$ cat src/rtl/i2a_pkg.sv
// Shared types, constants and the digit glyph function for the integer to ASCII converter.
// No dependencies.
package i2a_pkg;

   localparam logic [7:0] CHAR_MINUS = 8'h2D;
   localparam logic [4:0] RADIX_MIN  = 5'd2;
   localparam logic [4:0] RADIX_MAX  = 5'd16;
   localparam logic [4:0] RADIX_DEC  = 5'd10;
   localparam int unsigned CHUNK_BITS = 8;

   typedef struct packed {
      logic [31:0] value;
      logic [4:0]  radix;
      logic        signed_mode;
   } i2a_req_type;

   typedef struct packed {
      logic [7:0] character;
      logic       last;
   } i2a_rsp_type;

   typedef enum logic [2:0] {
      ST_IDLE,
      ST_SIGN,
      ST_DIVIDE,
      ST_PUSH,
      ST_READ,
      ST_EMIT
   } i2a_state_type;

   typedef struct packed {
      logic load;
      logic div_step;
      logic push;
      logic pop;
      logic sign_sel;
   } i2a_cmd_type;

   typedef struct packed {
      logic negative;
      logic pass_last;
      logic quot_zero;
      logic stack_empty;
   } i2a_status_type;

   function automatic logic [7:0] digit_glyph(input logic [3:0] d);
      logic [7:0] g;
      if (d < 4'd10) begin
         g = 8'h30 + {4'd0, d};
      end else begin
         g = 8'h37 + {4'd0, d};
      end
      return g;
   endfunction

endpackage

$ cat src/rtl/i2a_ctrl.sv
// Controller state machine for the integer to ASCII converter.
// Depends on i2a_pkg.
module i2a_ctrl import i2a_pkg::*; (
   input  logic           clock,
   input  logic           reset,
   input  logic           start,
   input  i2a_status_type status,
   output i2a_cmd_type    cmd,
   output logic           busy,
   output logic           rsp_valid
);

   i2a_state_type state_ff, state_in;

   always_ff @(posedge clock) begin
      if (reset) begin
         state_ff <= ST_IDLE;
      end else begin
         state_ff <= state_in;
      end
   end

   always_comb begin
      state_in = state_ff;
      unique case (state_ff)
         ST_IDLE: begin
            if (start) begin
               state_in = status.negative ? ST_SIGN : ST_DIVIDE;
            end
         end
         ST_SIGN:   state_in = ST_DIVIDE;
         ST_DIVIDE: begin
            if (status.pass_last) begin
               state_in = ST_PUSH;
            end
         end
         ST_PUSH:   state_in = status.quot_zero ? ST_READ : ST_DIVIDE;
         ST_READ:   state_in = ST_EMIT;
         ST_EMIT:   state_in = status.stack_empty ? ST_IDLE : ST_READ;
         default:   state_in = ST_IDLE;
      endcase
   end

   always_comb begin
      cmd       = '0;
      busy      = 1'b1;
      rsp_valid = 1'b0;
      unique case (state_ff)
         ST_IDLE: begin
            busy     = 1'b0;
            cmd.load = start;
         end
         ST_SIGN: begin
            cmd.sign_sel = 1'b1;
            rsp_valid    = 1'b1;
         end
         ST_DIVIDE: cmd.div_step = 1'b1;
         ST_PUSH:   cmd.push     = 1'b1;
         ST_READ:   cmd.pop      = 1'b1;
         ST_EMIT:   rsp_valid    = 1'b1;
         default:   busy         = 1'b0;
      endcase
   end

endmodule

$ cat src/rtl/i2a_datapath.sv
// Datapath: operand load and sign handling, chunked long division by the radix,
// digit stack memory and result character selection. Depends on i2a_pkg.
module i2a_datapath import i2a_pkg::*; #(
   parameter int unsigned WIDTH = 32
) (
   input  logic           clock,
   input  logic           reset,
   input  i2a_req_type    req_data,
   input  i2a_cmd_type    cmd,
   output i2a_status_type status,
   output i2a_rsp_type    rsp_data
);

   localparam int unsigned PASSES = (WIDTH + CHUNK_BITS - 1) / CHUNK_BITS;
   localparam int unsigned PADW   = PASSES * CHUNK_BITS;
   localparam int unsigned AW     = $clog2(WIDTH);
   localparam int unsigned CW     = $clog2(WIDTH + 1);
   localparam int unsigned PCW    = (PASSES > 1) ? $clog2(PASSES) : 1;

   logic [PADW-1:0]  quot_ff, quot_in;
   logic [3:0]       rem_ff, rem_in;
   logic [4:0]       base_ff, base_in;
   logic [CW-1:0]    cnt_ff, cnt_in;
   logic [PCW-1:0]   pass_ff, pass_in;
   logic [7:0]       rd_ff;
   logic [7:0]       digit_mem [WIDTH];

   logic [4:0]       base_clamp;
   logic [WIDTH-1:0] operand;
   logic [WIDTH-1:0] magnitude;
   logic             negative;
   logic [CW-1:0]    cnt_dec;
   logic [3:0]       step_rem;
   logic [7:0]       step_bits;

   always_comb begin
      if (req_data.radix > RADIX_MAX) begin
         base_clamp = RADIX_MAX;
      end else if (req_data.radix < RADIX_MIN) begin
         base_clamp = RADIX_MIN;
      end else begin
         base_clamp = req_data.radix;
      end
   end

   assign operand   = WIDTH'(req_data.value);
   assign negative  = req_data.signed_mode && (base_clamp == RADIX_DEC) && operand[WIDTH-1];
   assign magnitude = negative ? (~operand + WIDTH'(1)) : operand;
   assign cnt_dec   = cnt_ff - CW'(1);

   // restoring division of one 8-bit chunk, one quotient bit per step
   always_comb begin
      logic [4:0] r;
      logic [7:0] chunk;
      chunk = quot_ff[PADW-1 -: CHUNK_BITS];
      r     = {1'b0, rem_ff};
      for (int i = CHUNK_BITS - 1; i >= 0; i--) begin
         r = {r[3:0], chunk[i]};
         if (r >= base_ff) begin
            r            = r - base_ff;
            step_bits[i] = 1'b1;
         end else begin
            step_bits[i] = 1'b0;
         end
      end
      step_rem = r[3:0];
   end

   always_comb begin
      quot_in = quot_ff;
      rem_in  = rem_ff;
      base_in = base_ff;
      pass_in = pass_ff;
      cnt_in  = cnt_ff;
      if (cmd.load) begin
         quot_in = PADW'(magnitude);
         rem_in  = '0;
         base_in = base_clamp;
         pass_in = '0;
         cnt_in  = '0;
      end else if (cmd.div_step) begin
         quot_in = (quot_ff << CHUNK_BITS) | PADW'(step_bits);
         rem_in  = step_rem;
         pass_in = pass_ff + PCW'(1);
      end else if (cmd.push) begin
         rem_in  = '0;
         pass_in = '0;
         cnt_in  = cnt_ff + CW'(1);
      end else if (cmd.pop) begin
         cnt_in  = cnt_dec;
      end
   end

   always_ff @(posedge clock) begin
      if (reset) begin
         cnt_ff  <= '0;
         pass_ff <= '0;
      end else begin
         cnt_ff  <= cnt_in;
         pass_ff <= pass_in;
      end
   end

   always_ff @(posedge clock) begin
      quot_ff <= quot_in;
      rem_ff  <= rem_in;
      base_ff <= base_in;
   end

   always_ff @(posedge clock) begin
      if (cmd.push) begin
         digit_mem[cnt_ff[AW-1:0]] <= digit_glyph(rem_ff);
      end
   end

   always_ff @(posedge clock) begin
      if (cmd.pop) begin
         rd_ff <= digit_mem[cnt_dec[AW-1:0]];
      end
   end

   assign status.negative    = negative;
   assign status.pass_last   = (pass_ff == PCW'(PASSES - 1));
   assign status.quot_zero   = (quot_ff == '0);
   assign status.stack_empty = (cnt_ff == '0);

   assign rsp_data.character = cmd.sign_sel ? CHAR_MINUS : rd_ff;
   assign rsp_data.last      = !cmd.sign_sel && (cnt_ff == '0);

endmodule

$ cat src/rtl/integer_to_ascii_digits_core.sv
// Integer to ASCII digits, radix 2..16, MS digit first. P = ceil(WIDTH/8) division passes.
// Each digit takes P passes in the chunked divider (8 quotient bits per cycle) and a push onto
// the digit stack memory; each character is then popped in a read and an emit state. Busy stays
// high from the accepting edge to the last character, a leading minus sign, if any, coming first;
// one item at a time, the next transfer is taken as soon as busy is low.
// Results are strobed for one cycle each; the receiver cannot stall.
// Synchronous active-high reset returns the controller to idle; no clearing pass.
module integer_to_ascii_digits_core import i2a_pkg::*; #(
   parameter int unsigned WIDTH = 32
) (
   input  logic        clock,
   input  logic        reset,
   input  logic        start,
   output logic        busy,
   input  i2a_req_type req_data,
   output logic        rsp_valid,
   output i2a_rsp_type rsp_data
);

   i2a_cmd_type    cmd;
   i2a_status_type status;

   i2a_ctrl u_ctrl (
      .clock     (clock),
      .reset     (reset),
      .start     (start),
      .status    (status),
      .cmd       (cmd),
      .busy      (busy),
      .rsp_valid (rsp_valid)
   );

   i2a_datapath #(
      .WIDTH (WIDTH)
   ) u_datapath (
      .clock    (clock),
      .reset    (reset),
      .req_data (req_data),
      .cmd      (cmd),
      .status   (status),
      .rsp_data (rsp_data)
   );

   a_rsp_when_busy: assert property (@(posedge clock) disable iff (reset)
      rsp_valid |-> busy)
      else $error("result strobe while idle");

   a_accept_busy: assert property (@(posedge clock) disable iff (reset)
      start && !busy |=> busy)
      else $error("not busy after transfer in");

   a_last_ends: assert property (@(posedge clock) disable iff (reset)
      rsp_valid && rsp_data.last |=> !busy)
      else $error("still busy after last transfer");

   a_minus_not_last: assert property (@(posedge clock) disable iff (reset)
      rsp_valid && (rsp_data.character == CHAR_MINUS) |-> !rsp_data.last)
      else $error("minus sign flagged last");

endmodule
$ cat config.mk
export PLATFORM = sky130hd
export DESIGN_NAME = integer_to_ascii_digits_core
export DESIGN_NICKNAME = d
export VERILOG_FILES = /design/src/rtl/i2a_pkg.sv /design/src/rtl/i2a_ctrl.sv /design/src/rtl/i2a_datapath.sv /design/src/rtl/integer_to_ascii_digits_core.sv
export SDC_FILE = /design/constraint.sdc
export NUM_CORES = 1
export LEC_CHECK = 0
export BUFFER_PORTS_ARGS = -buffer_cell sky130_fd_sc_hd__buf_2
export CORE_MARGIN = 8
export CORE_UTILIZATION = 67
export CTS_CLUSTER_DIAMETER = 30
export DETAILED_ROUTE_END_ITERATION = 12
export PLACE_DENSITY = 0.82
export SLEW_MARGIN = 15
export SYNTH_ARGS = -nofsm -noshare
export SYNTH_HDL_FRONTEND = slang
export SYNTH_SLANG_ARGS = --single-unit
$ cat constraint.sdc
create_clock -name clock -period 28 [get_ports clock]
set_input_delay 5.6 -clock clock [delete_from_list [all_inputs] [get_ports clock]]
set_output_delay 5.6 -clock clock [all_outputs]
set_load 0.1 [all_outputs]
* Word-level counts from Yosys, hierarchy flattened
Memories as Yosys holds them, arrays and structs flattened. A register that Yosys moved wholly into a read port is not among the register bits.
Cells that the tools add are included.
** Word-level totals
- Memory bits (read-only) :: 0
- Output and inout bits :: 11
- Memories :: 1
- Bits in latches :: 0
- Flip-flop bits (word level) :: 52
- Word-level logic and storage cells :: 104
- RAM bits :: 256
- Input port bits :: 41
** Cells by class
- Divide/modulo/power cells :: 0
- Mux-type cells :: 45
- Equality and inequality tests :: 9
- Shifts and indexed selects :: 0
- Add/subtract/negate cells :: 14
- $lt $le $gt $ge :: 11
- Reductions and logical operators :: 15
- Bitwise gates (word level) :: 3
- $mul :: 0
** Memory list
- u_datapath.digit_mem :: words 32, bits a word 8, rd ports 1, clocked after memory_dff 1, wr ports 1, line i2a_datapath.sv:26 : logic [7:0] digit_mem [WIDTH];
** Operators with widths (number)
- two-way mux 32 bit :: 3
- greater-or-equal comparator 5 bit :: 8
- two-way mux 4 bit :: 10
- adder 32 x 1 -> 32 bit (second input constant) :: 1
- zero test 32 bit :: 1
- inverter 32 bit :: 1
- bitwise OR 32 x 8 -> 32 bit :: 1
- subtractor 4 bit :: 8
- two-way mux 8 bit :: 3
- case mux 3 bit (6 select lines) :: 1
- two-way mux 1 bit :: 17
- adder 6 x 4 -> 7 bit (first input constant) :: 2
- two-way mux 3 bit :: 4
- two-way mux 6 bit :: 2
- two-way mux 5 bit :: 2
- adder 6 x 1 -> 6 bit (second input constant) :: 1
- == test 3 x 2 -> 1 bit (second input constant) :: 2
- == test 3 bit (second input constant) :: 2
- zero test 6 bit :: 1
- two-way mux 2 bit :: 3
- nonzero test 2 bit :: 3
- subtractor 6 x 1 -> 6 bit (second input constant) :: 1
- == test 5 x 4 -> 1 bit (second input constant) :: 1
- greater-than comparator 5 bit (second input constant) :: 1
- other kinds (13) :: 18

* Logic depth before layout (Yosys ltp)
Gate-level depths: netlist (run 1).
- Depth in word-level cells :: 19
- Depth in mapped cells :: 57
- Depth with buffers taken out :: 55

* By module
A second synthesis (run 1) with hierarchy kept.
** Second synthesis, totals
- Cell total of the unflattened synthesis :: 965
- Area, all modules :: 13914.6 um^2
** By module, submodules not included
- i2a_datapath :: sequential area each 8287.9 um^2, instances 1, area an instance 13683.1 um^2, cells an instance 940
- i2a_ctrl :: sequential area each 60.1 um^2, instances 1, area an instance 231.5 um^2, cells an instance 25

* Least setup slack after synthesis (run 1)
OpenSTA, ideal clock, no wires.
- Kind :: flip-flop to flip-flop
- From :: register u_datapath.base_ff[1]
- To :: register u_datapath.rem_ff[2]
- Data required time :: 27.938 ns
- Setup slack :: 17.525 ns
- Data arrival time :: 10.414 ns
- Stages on the path, launching flop included :: 54
- Clock period less this slack :: 10.475 ns
- Path buffers :: 2
- Library setup time :: 0.062 ns
- Cells stage by stage :: edfxtp_1 > inv_1 > ha_1 > a31oi_1 > o21ai_1 > mux2_2 > ha_1 > a21o_1 > a31oi_1 > o21ai_1 > nand2_1 > o21ai_0 > inv_1 > ha_1 > a21o_1 > a31oi_1 > o21ai_1 > nand2_1 > [18 not listed] > ha_1 > a21o_1 > a31oi_1 > o21ai_1 > mux2_2 > inv_1 > ha_1 > a31oi_1 > o21ai_1 > o21ai_0 > inv_1 > ha_1 > a21o_1 > a31oi_1 > o21ai_1 > a211o_1 > a21oi_1 > nand2b_1
** Between the ends
- Word-level cells in the longest chain between the ends :: 17
- Elaborated cells between the ends (all ways) :: 25
- Classes of those cells :: add/sub (8); order compare (8); mux (9)
** Ends and longest elaborated chain
- start, declared :: line i2a_datapath.sv:22 : logic [4:0] base_ff, base_in;
- start signal, assigned :: line i2a_datapath.sv:107 : base_ff <= base_in;
- subtractor 4 bit or greater-or-equal comparator 5 bit (tied branches) :: line i2a_datapath.sv:60, i2a_datapath.sv:59
- two-way mux 4 bit :: line i2a_datapath.sv:59 : if (r >= base_ff) begin
- subtractor 4 bit or greater-or-equal comparator 5 bit (tied branches) :: line i2a_datapath.sv:60, i2a_datapath.sv:59
- two-way mux 4 bit :: line i2a_datapath.sv:59
- subtractor 4 bit or greater-or-equal comparator 5 bit (tied branches) :: line i2a_datapath.sv:60, i2a_datapath.sv:59
- two-way mux 4 bit :: line i2a_datapath.sv:59
- greater-or-equal comparator 5 bit or subtractor 4 bit (tied branches) :: line i2a_datapath.sv:59, i2a_datapath.sv:60
- two-way mux 4 bit :: line i2a_datapath.sv:59
- subtractor 4 bit or greater-or-equal comparator 5 bit (tied branches) :: line i2a_datapath.sv:60, i2a_datapath.sv:59
- two-way mux 4 bit :: line i2a_datapath.sv:59
- subtractor 4 bit or greater-or-equal comparator 5 bit (tied branches) :: line i2a_datapath.sv:60, i2a_datapath.sv:59
- two-way mux 4 bit :: line i2a_datapath.sv:59
- greater-or-equal comparator 5 bit or subtractor 4 bit (tied branches) :: line i2a_datapath.sv:59, i2a_datapath.sv:60
- two-way mux 4 bit :: line i2a_datapath.sv:59
- subtractor 4 bit or greater-or-equal comparator 5 bit (tied branches) :: line i2a_datapath.sv:60, i2a_datapath.sv:59
- two-way mux 4 bit (*) :: line i2a_datapath.sv:59
- two-way mux 4 bit (*) :: line i2a_datapath.sv:81 : end else if (cmd.div_step) begin
- end signal, assigned :: line i2a_datapath.sv:106 : rem_ff <= rem_in;
- end, declared :: line i2a_datapath.sv:21 : logic [3:0] rem_ff, rem_in;
Mark *: on every way between the ends. The rest lies on a longest branch, timed or not.
A chain may end at the register's enable or synchronous reset.

* Worst setup path in the final report (run 1)
Same ends and word-level chain as after synthesis.

==> results of run 1 <==
==> routing by layer <==
| layer | GRT usage | wire length [um] |
|---|---|---|
| met2 | 0.458 | 17300 |
| met1 | 0.341 | 13400 |
| met4 | 0.117 | 1340 |
| met3 | 0.0468 | 2550 |
| met5 | 0 | 16 |
==> worst max-delay path: cells and delay by family (launching register included) <==
kind | cells | cell delay, ns
flip-flops | 1 | 0.69
buffers and inverters | 6 | 0.76
multiplexers | 2 | 0.87
AO/OA/AOI/OAI | 28 | 6.91
AND/OR/NAND/NOR | 7 | 0.94
adder cells (fa/ha/maj) | 8 | 2.58
==> registers in the layout, summed over array words and instances (netlist names) <==
register              count
u_ctrl.state_ff           3
u_datapath.base_ff        5
u_datapath.cnt_ff         6
u_datapath.digit_mem    224
u_datapath.pass_ff        2
u_datapath.quot_ff       32
u_datapath.rd_ff          7
u_datapath.rem_ff         4
==> cell type report <==
type	instances	area (sq um)	share of cell area
multi-input combinational	588	5090	0.321
clock buffer	52	1200	0.0760
tap	270	338	0.0213
sequential	283	8350	0.527
inverter	46	173	0.0109
timing repair buffer	59	318	0.0200
clock inverter	34	380	0.0240
==> cell families after synthesis <==
family                     after synthesis
AOI/OAI and AO/OA                      147
xor gates and xnor gates                54
adders and majority gates               56
buffers and inverters                   85
DFF                                    283
muxes                                   94
other                                    1
and+or+nand+nor                        236
==> cell usage after synthesis, types with 2 or more instances <==
cell type  count  area share
edfxtp_1     268        0.59
nor2_1        82       0.022
mux4_2        70        0.11
nand2_1       69       0.019
ha_1          48       0.044
a21oi_1       45       0.016
inv_1         45       0.012
o21ai_0       43       0.016
xnor2_1       32       0.020
clkbuf_1      29      0.0079
xor2_1        22       0.014
a21o_1        17      0.0093
dfxtp_1       15       0.022
mux2_2        14       0.011
nor3_1        14      0.0051
nand2b_1      12      0.0055
a31oi_1       10      0.0046
mux2i_1       10      0.0073
nor4_1        10      0.0046
o31ai_1        9      0.0049
fa_1           8       0.012
nor2b_1        8      0.0036
or3_1          8      0.0036
nand3_1        7      0.0026
nor3b_1        7      0.0038
o21ai_1        7      0.0026
buf_1          6      0.0016
or2_2          6      0.0027
buf_2          3      0.0011
a2111oi_0      2      0.0013
a22oi_1        2      0.0011
and3_1         2     0.00091
nand4_1        2     0.00091
o211ai_1       2      0.0011
o21a_1         2      0.0011
o41ai_1        2      0.0013
or4_1          2      0.0011
==> stage by stage <==
stage,setup WS [ns],util,std cells,hold slack [ns]
after global placement,15.85,0.707,1246,0.493
after detailed placement,14.99,0.707,1246,0.507
after CTS,14.93,0.786,1332,0.529
after floorplan,17.52,-,956,0.480
after global routing,13.93,0.786,1332,0.546
final,15.17,0.786,1332,0.526
==> how the worst max path moves through the flow <==
stage | start | end | slack, ns | cells past startpoint
after floorplan | u_datapath.base_ff[1] | u_datapath.rem_ff[2] | 17.52 | 53
after global placement | u_datapath.base_ff[1] | u_datapath.rem_ff[2] | 15.85 | 51
after detailed placement | u_datapath.base_ff[1] | u_datapath.rem_ff[2] | 14.99 | 50
after CTS | u_datapath.base_ff[1] | u_datapath.rem_ff[2] | 14.93 | 50
after global routing | u_datapath.base_ff[1] | u_datapath.rem_ff[2] | 13.93 | 50
final | u_datapath.base_ff[1] | u_datapath.rem_ff[2] | 15.17 | 51
==> metrics.yaml, run 1 <==
outcome:
  status: "complete, no violations"
placement:
  dpl.hpwl_mm: 20.0
  placed_cell_area_sq_um: 14300
  place_congestion: 0.875
  portBuffers: 50
logic_synthesis:
  synth_flop_cell: "edfxtp_1"
  async_flop_share: 0
  synth_compound_area_frac: 0.0635
  synth_xor_area_frac: 0.0345
  ys_seq_area_frac: 0.608
  yosysUniqueCellTypes: 53
  syn-cell-area_sq_um: 13700
  ys.warnings.count: 0
  synth-seq-cells: 283
  yosys.area_share.adder: 0.0554
  synth_top_family_by_area: "multiplexers"
  synth_edf_count: 268
  syn_inst: 956
  synth-simple-area-share: 0.0805
  synth_mux_area_frac: 0.134
  synth_nets: 1053
  synth_area_per_cell_sq_um: 14.4
worst_hold_path:
  hp-start: "u_datapath.pass_ff[0]"
  hold_depth: 2
  hold_end: "u_datapath.pass_ff[0]"
  hold_path.class: "reg -> reg"
timing:
  fmax_ghz: 0.0779
  max_slew_margin: 0.227
  setup_viol: 0
  skew_ns: 0.0239
  finalSetupTns_ns: 0
  drv_slew: 0
  layout_min_cycle_time_ns: 12.83
  finalCritPeriodShare: 0.458
  rsz0062_at_grt: "no"
  finalHoldViolations: 0
  tightestPinTransition_ns: 1.15
floorplanning:
  core_area_sq_um: 20200
  die_h_um: 159
  rows: 52
  die_w_um: 159
  die_area_sq_um: 25300
  start_util: 0.680
  ios: 52
final_layout:
  num_antenna_cells: 0
  final_layout_size_suffix_gt1_frac: 0.226
  design_area_sq_um: 15900
  fill_cells: 1083
  area_growth_syn_to_layout_pct: 15.5
  final_cell_mix: "edfxtp_1 (268), nor2_1 (82), mux4_2 (70)"
  final_nets: 1121
  final_common_cell: "edfxtp_1"
drt:
  wirelength_mm: 34.6
  via_per_inst: 6.70
  post_drt_wl_per_cell_um: 26.0
  vias: 8919
  drc: 0
  initialDrtViolationCount: 876
  final_antenna_net_count: 0
  drt_pass1_iterations: 5
critical_path:
  cp-end-kind: "flop"
  critical-path-max-stage-delay_ns: 0.90
  r2r_slack_ns: 15.17
  crit_path_start_kind: "flop"
  cp_slowest_cell: "o21ai_0"
  worstPathRequired_ns: 28.41
  crit_fanout: 11
  worst_r2r_path_depth: 51
  worstReg2RegStart: "u_datapath.base_ff[1]"
  crit_path_frequent_cell: "ha_1"
  worstSetupPathType: "reg -> reg"
  rr_endpoint: "u_datapath.rem_ff[2]"
  worstPathArrival_ns: 13.25
global_routing:
  grt_pass1_vias: 9132
  grt_overflow: 0
  antenna_found_initial: 1
  grt.total_usage: 0.271
  grt_max_degree: 52
  grt_pass1_wl_mm: 53.3
clock_tree:
  cts_made_buffers: 46
  htree_levels: 2
  cts-resized-gates: 0
  root_buffer: "clkbuf_16"
  clk_pin_slew_ns: 0.05
  cts_setup_buffers: 0
  cts.path.max_buffers: 3
  cts_sinks: 283
  cts_tree: "yes"
  clock_latency_ns: 0.53
  hold_buffers: 0
run:
  cap_violations: 0
Power of run 1 is left out: the tool's default activity adds up to more than one toggle a clock period on the data nets, which glitch-free logic cannot reach.
==> run 2: changes to the inputs <==
- ABC_AREA: unset -> 1
- CORE_UTILIZATION: 67 -> 57
- PLACE_DENSITY: 0.82 -> 0.74
- clock period: 28 -> 11.5 ns (I/O delays scaled with it)
==> metrics.yaml, run 2 <==
outcome:
  status: "complete, no violations"
drt:
  final_antenna_net_count: 0  # unchanged
  drt_pass1_iterations: 6  # +1
  drc: 0  # unchanged
  vias: 11100  # +25%
  via_per_inst: 5.83  # -13%
  initialDrtViolationCount: 1158  # +32%
  wirelength_mm: 35.3  # +1.9%
  post_drt_wl_per_cell_um: 18.4  # -29%
final_layout:
  multi_input_area_sq_um: 5590  # +9.9%
  final_cell_mix: "edfxtp_1 (268), nor2_1 (253), nand2_1 (219)"
  num_antenna_cells: 0  # unchanged
  final_common_cell: "edfxtp_1"
  seq_area_sq_um: 8350  # unchanged
  fill_cells: 1875  # +73%
  largest_reg_flops: 224  # unchanged
  area_growth_syn_to_layout_pct: 15.5  # about the same
  design_area_sq_um: 16900  # +6.9%
  final_layout_size_suffix_gt1_frac: 0.143  # -0.0832
  final_nets: 1644  # +47%
clock_tree:
  root_buffer: "clkbuf_16"
  cts_made_buffers: 48  # +4.3%
  cts.path.max_buffers: 3  # unchanged
  clock_latency_ns: 0.55  # +0.02 ns
  clk_pin_slew_ns: 0.05  # about the same
  htree_levels: 2  # unchanged
  cts_tree: "yes"
  cts_sinks: 283  # unchanged
critical_path:
  worst_r2r_path_depth: 61  # +20%
  r2r_slack_ns: 0.97  # -14.19 ns
  crit_fanout: 8  # -3
  worstPathRequired_ns: 11.77  # -16.64 ns
  crit_end: "u_datapath.quot_ff[0]"
  worstSetupPathType: "reg -> reg"
  worstReg2RegStart: "u_datapath.base_ff[1]"
  cp-end-kind: "flop"
  crit_cells: 61  # +20%
  path_buf_inv: 8  # +2
  crit_path_start_kind: "flop"
  critical-path-max-stage-delay_ns: 0.56  # -0.34 ns
  rr_endpoint: "u_datapath.quot_ff[0]"
  crit_path_frequent_cell: "nand2_1"
  cp_slowest_cell: "edfxtp_1"
  cp-startpoint: "u_datapath.base_ff[1]"
  worstPathArrival_ns: 10.79  # -2.46 ns
  path_delay_family: "simple AND/OR/NAND/NOR gates"
global_routing:
  busiest_layer: "met2"
  met2_usage: 0.343  # -0.115
  grt_pass1_vias: 10700  # +18%
  grt_pass1_wl_mm: 55.8  # +4.7%
  grt_overflow: 0  # unchanged
  grt.total_usage: 0.223  # -0.0477
  use_met3: 0.0367  # -0.0100
  grtUsageMet1: 0.320  # -0.0212
  grt_max_degree: 88  # +69%
  antenna_found_initial: 0  # -1
timing:
  tightestPinTransition_ns: 1.06  # -0.0909 ns
  holdWs_ns: 0.471  # -0.0550 ns
  finalSetupTns_ns: 0  # unchanged
  drv_slew: 0  # unchanged
  finalCritPeriodShare: 0.915  # +0.457
  fmax_ghz: 0.0950  # +22%
  fin_ws_ns: 0.973  # -14.19 ns
  layout_min_cycle_time_ns: 10.53  # -2.31 ns
  max_slew_margin: 0.292  # +0.0644
  skew_ns: 0.0245  # +0.000624 ns
  setup_viol: 0  # unchanged
  finalHoldViolations: 0  # unchanged
floorplanning:
  ios: 52  # unchanged
  die_area_sq_um: 31100  # +23%
  rows: 58  # +12%
  core_area_sq_um: 25300  # +25%
  die_h_um: 176  # +11%
  die_w_um: 176  # +11%
  start_util: 0.581  # -0.0995
run:
  cap_violations: 0  # unchanged
worst_hold_path:
  hold_path.class: "reg -> reg"
  hold_depth: 2  # unchanged
placement:
  dpl.hpwl_mm: 22.5  # +12%
  pre_cts_ws_ns: 0.273  # -14.72 ns
  portBuffers: 50  # unchanged
  place_congestion: 0.896  # +2.4%
  placed_cell_area_sq_um: 15100  # +6.2%
logic_synthesis:
  synth_common_cells: "edfxtp_1 (268), nor2_1 (255), nand2_1 (219), o21ai_0 (138), inv_1 (117)"
  ys_seq_area_frac: 0.569  # -0.0393
  syn_inst: 1469  # +54%
  synth-seq-cells: 283  # unchanged
  async_flop_share: 0  # unchanged
  synth-simple-area-share: 0.171  # +0.0909
  synth_xor_area_frac: 0.0251  # -0.00939
  yosys.area.top_type: "edfxtp_1"
  synth_edf_count: 268  # unchanged
  synth.most_common_cell: "edfxtp_1"
  yosysUniqueCellTypes: 55  # +3.8%
  synth_flop_cell: "edfxtp_1"
  synth_compound_area_frac: 0.119  # +0.0555
  synth_top_area_frac: 0.549  # -0.0379
  ys.warnings.count: 0  # unchanged
  synth_mux_area_frac: 0.0102  # -0.123
  yosys.area_share.adder: 0.0519  # -0.00358
  syn-cell-area_sq_um: 14700  # +6.9%
  synth_top_family_by_area: "simple AND/OR/NAND/NOR gates"
  synth_area_leaders: "edfxtp_1 (55%), nor2_1 (6.5%), nand2_1 (5.6%)"
  synth_nets: 1566  # +49%
  synth_area_per_cell_sq_um: 9.99  # -30%
[run 2: logic make-up after synthesis]
logic type                 count (synthesis)
AOI/OAI and AO/OA                        296
xor gates and xnor gates                  39
adders and majority gates                 56
buffers and inverters                    182
DFF                                      283
muxes                                     15
other                                      1
and+or+nand+nor                          597
[run 2: area by class of cell]
class	count	area share
inverters	126	0.0287
repair buffers	84	0.0298
multi-input cells	1004	0.330
clock buffers	59	0.0764
clock inverters	27	0.0178
well taps	330	0.0244
flip-flops and latches	283	0.493
[run 2: what timing repair did]
| item | in CTS | in global routing |
|---|---|---|
| hold endpoints to repair | 0 | 0 |
| setup endpoints to repair | 0 | 5 |
| resized for setup | 0 | 13 |
| setup buffers | 0 | 22 |
| hold buffers | 0 | 0 |
[run 2: metrics by stage]
stage	util	cells
after floorplan	-	1469
after global placement	0.600	1805
after detailed placement	0.600	1805
final	0.671	1913
after global routing	0.671	1913
after CTS	0.663	1891
[run 2: tightest hold or removal path: stages, from the launching register on]
cell     delay (ns)
dfxtp_1        0.31
nand2_1        0.06
a21oi_1        0.06
[run 2: worst min path at each step]
stage,startpoint,end,slack [ns]
2_1_floorplan,u_datapath.pass_ff[1],u_datapath.pass_ff[1],0.45
3_3_place_gp,u_datapath.pass_ff[1],u_datapath.pass_ff[1],0.46
3_5_place_dp,u_datapath.pass_ff[1],u_datapath.pass_ff[1],0.47
4_1_cts,u_datapath.pass_ff[1],u_datapath.pass_ff[1],0.47
5_1_grt,u_datapath.cnt_ff[5],u_datapath.cnt_ff[5],0.51
6_report,u_datapath.pass_ff[1],u_datapath.pass_ff[1],0.47
[run 2: routing by layer]
metal  up-vias  part of all wire
met4         0             0.018
li1       5285                 -
met2       503              0.46
met1      5296              0.44
met5         -                 0
met3        60             0.084
Power of run 2 is left out for the same reason.
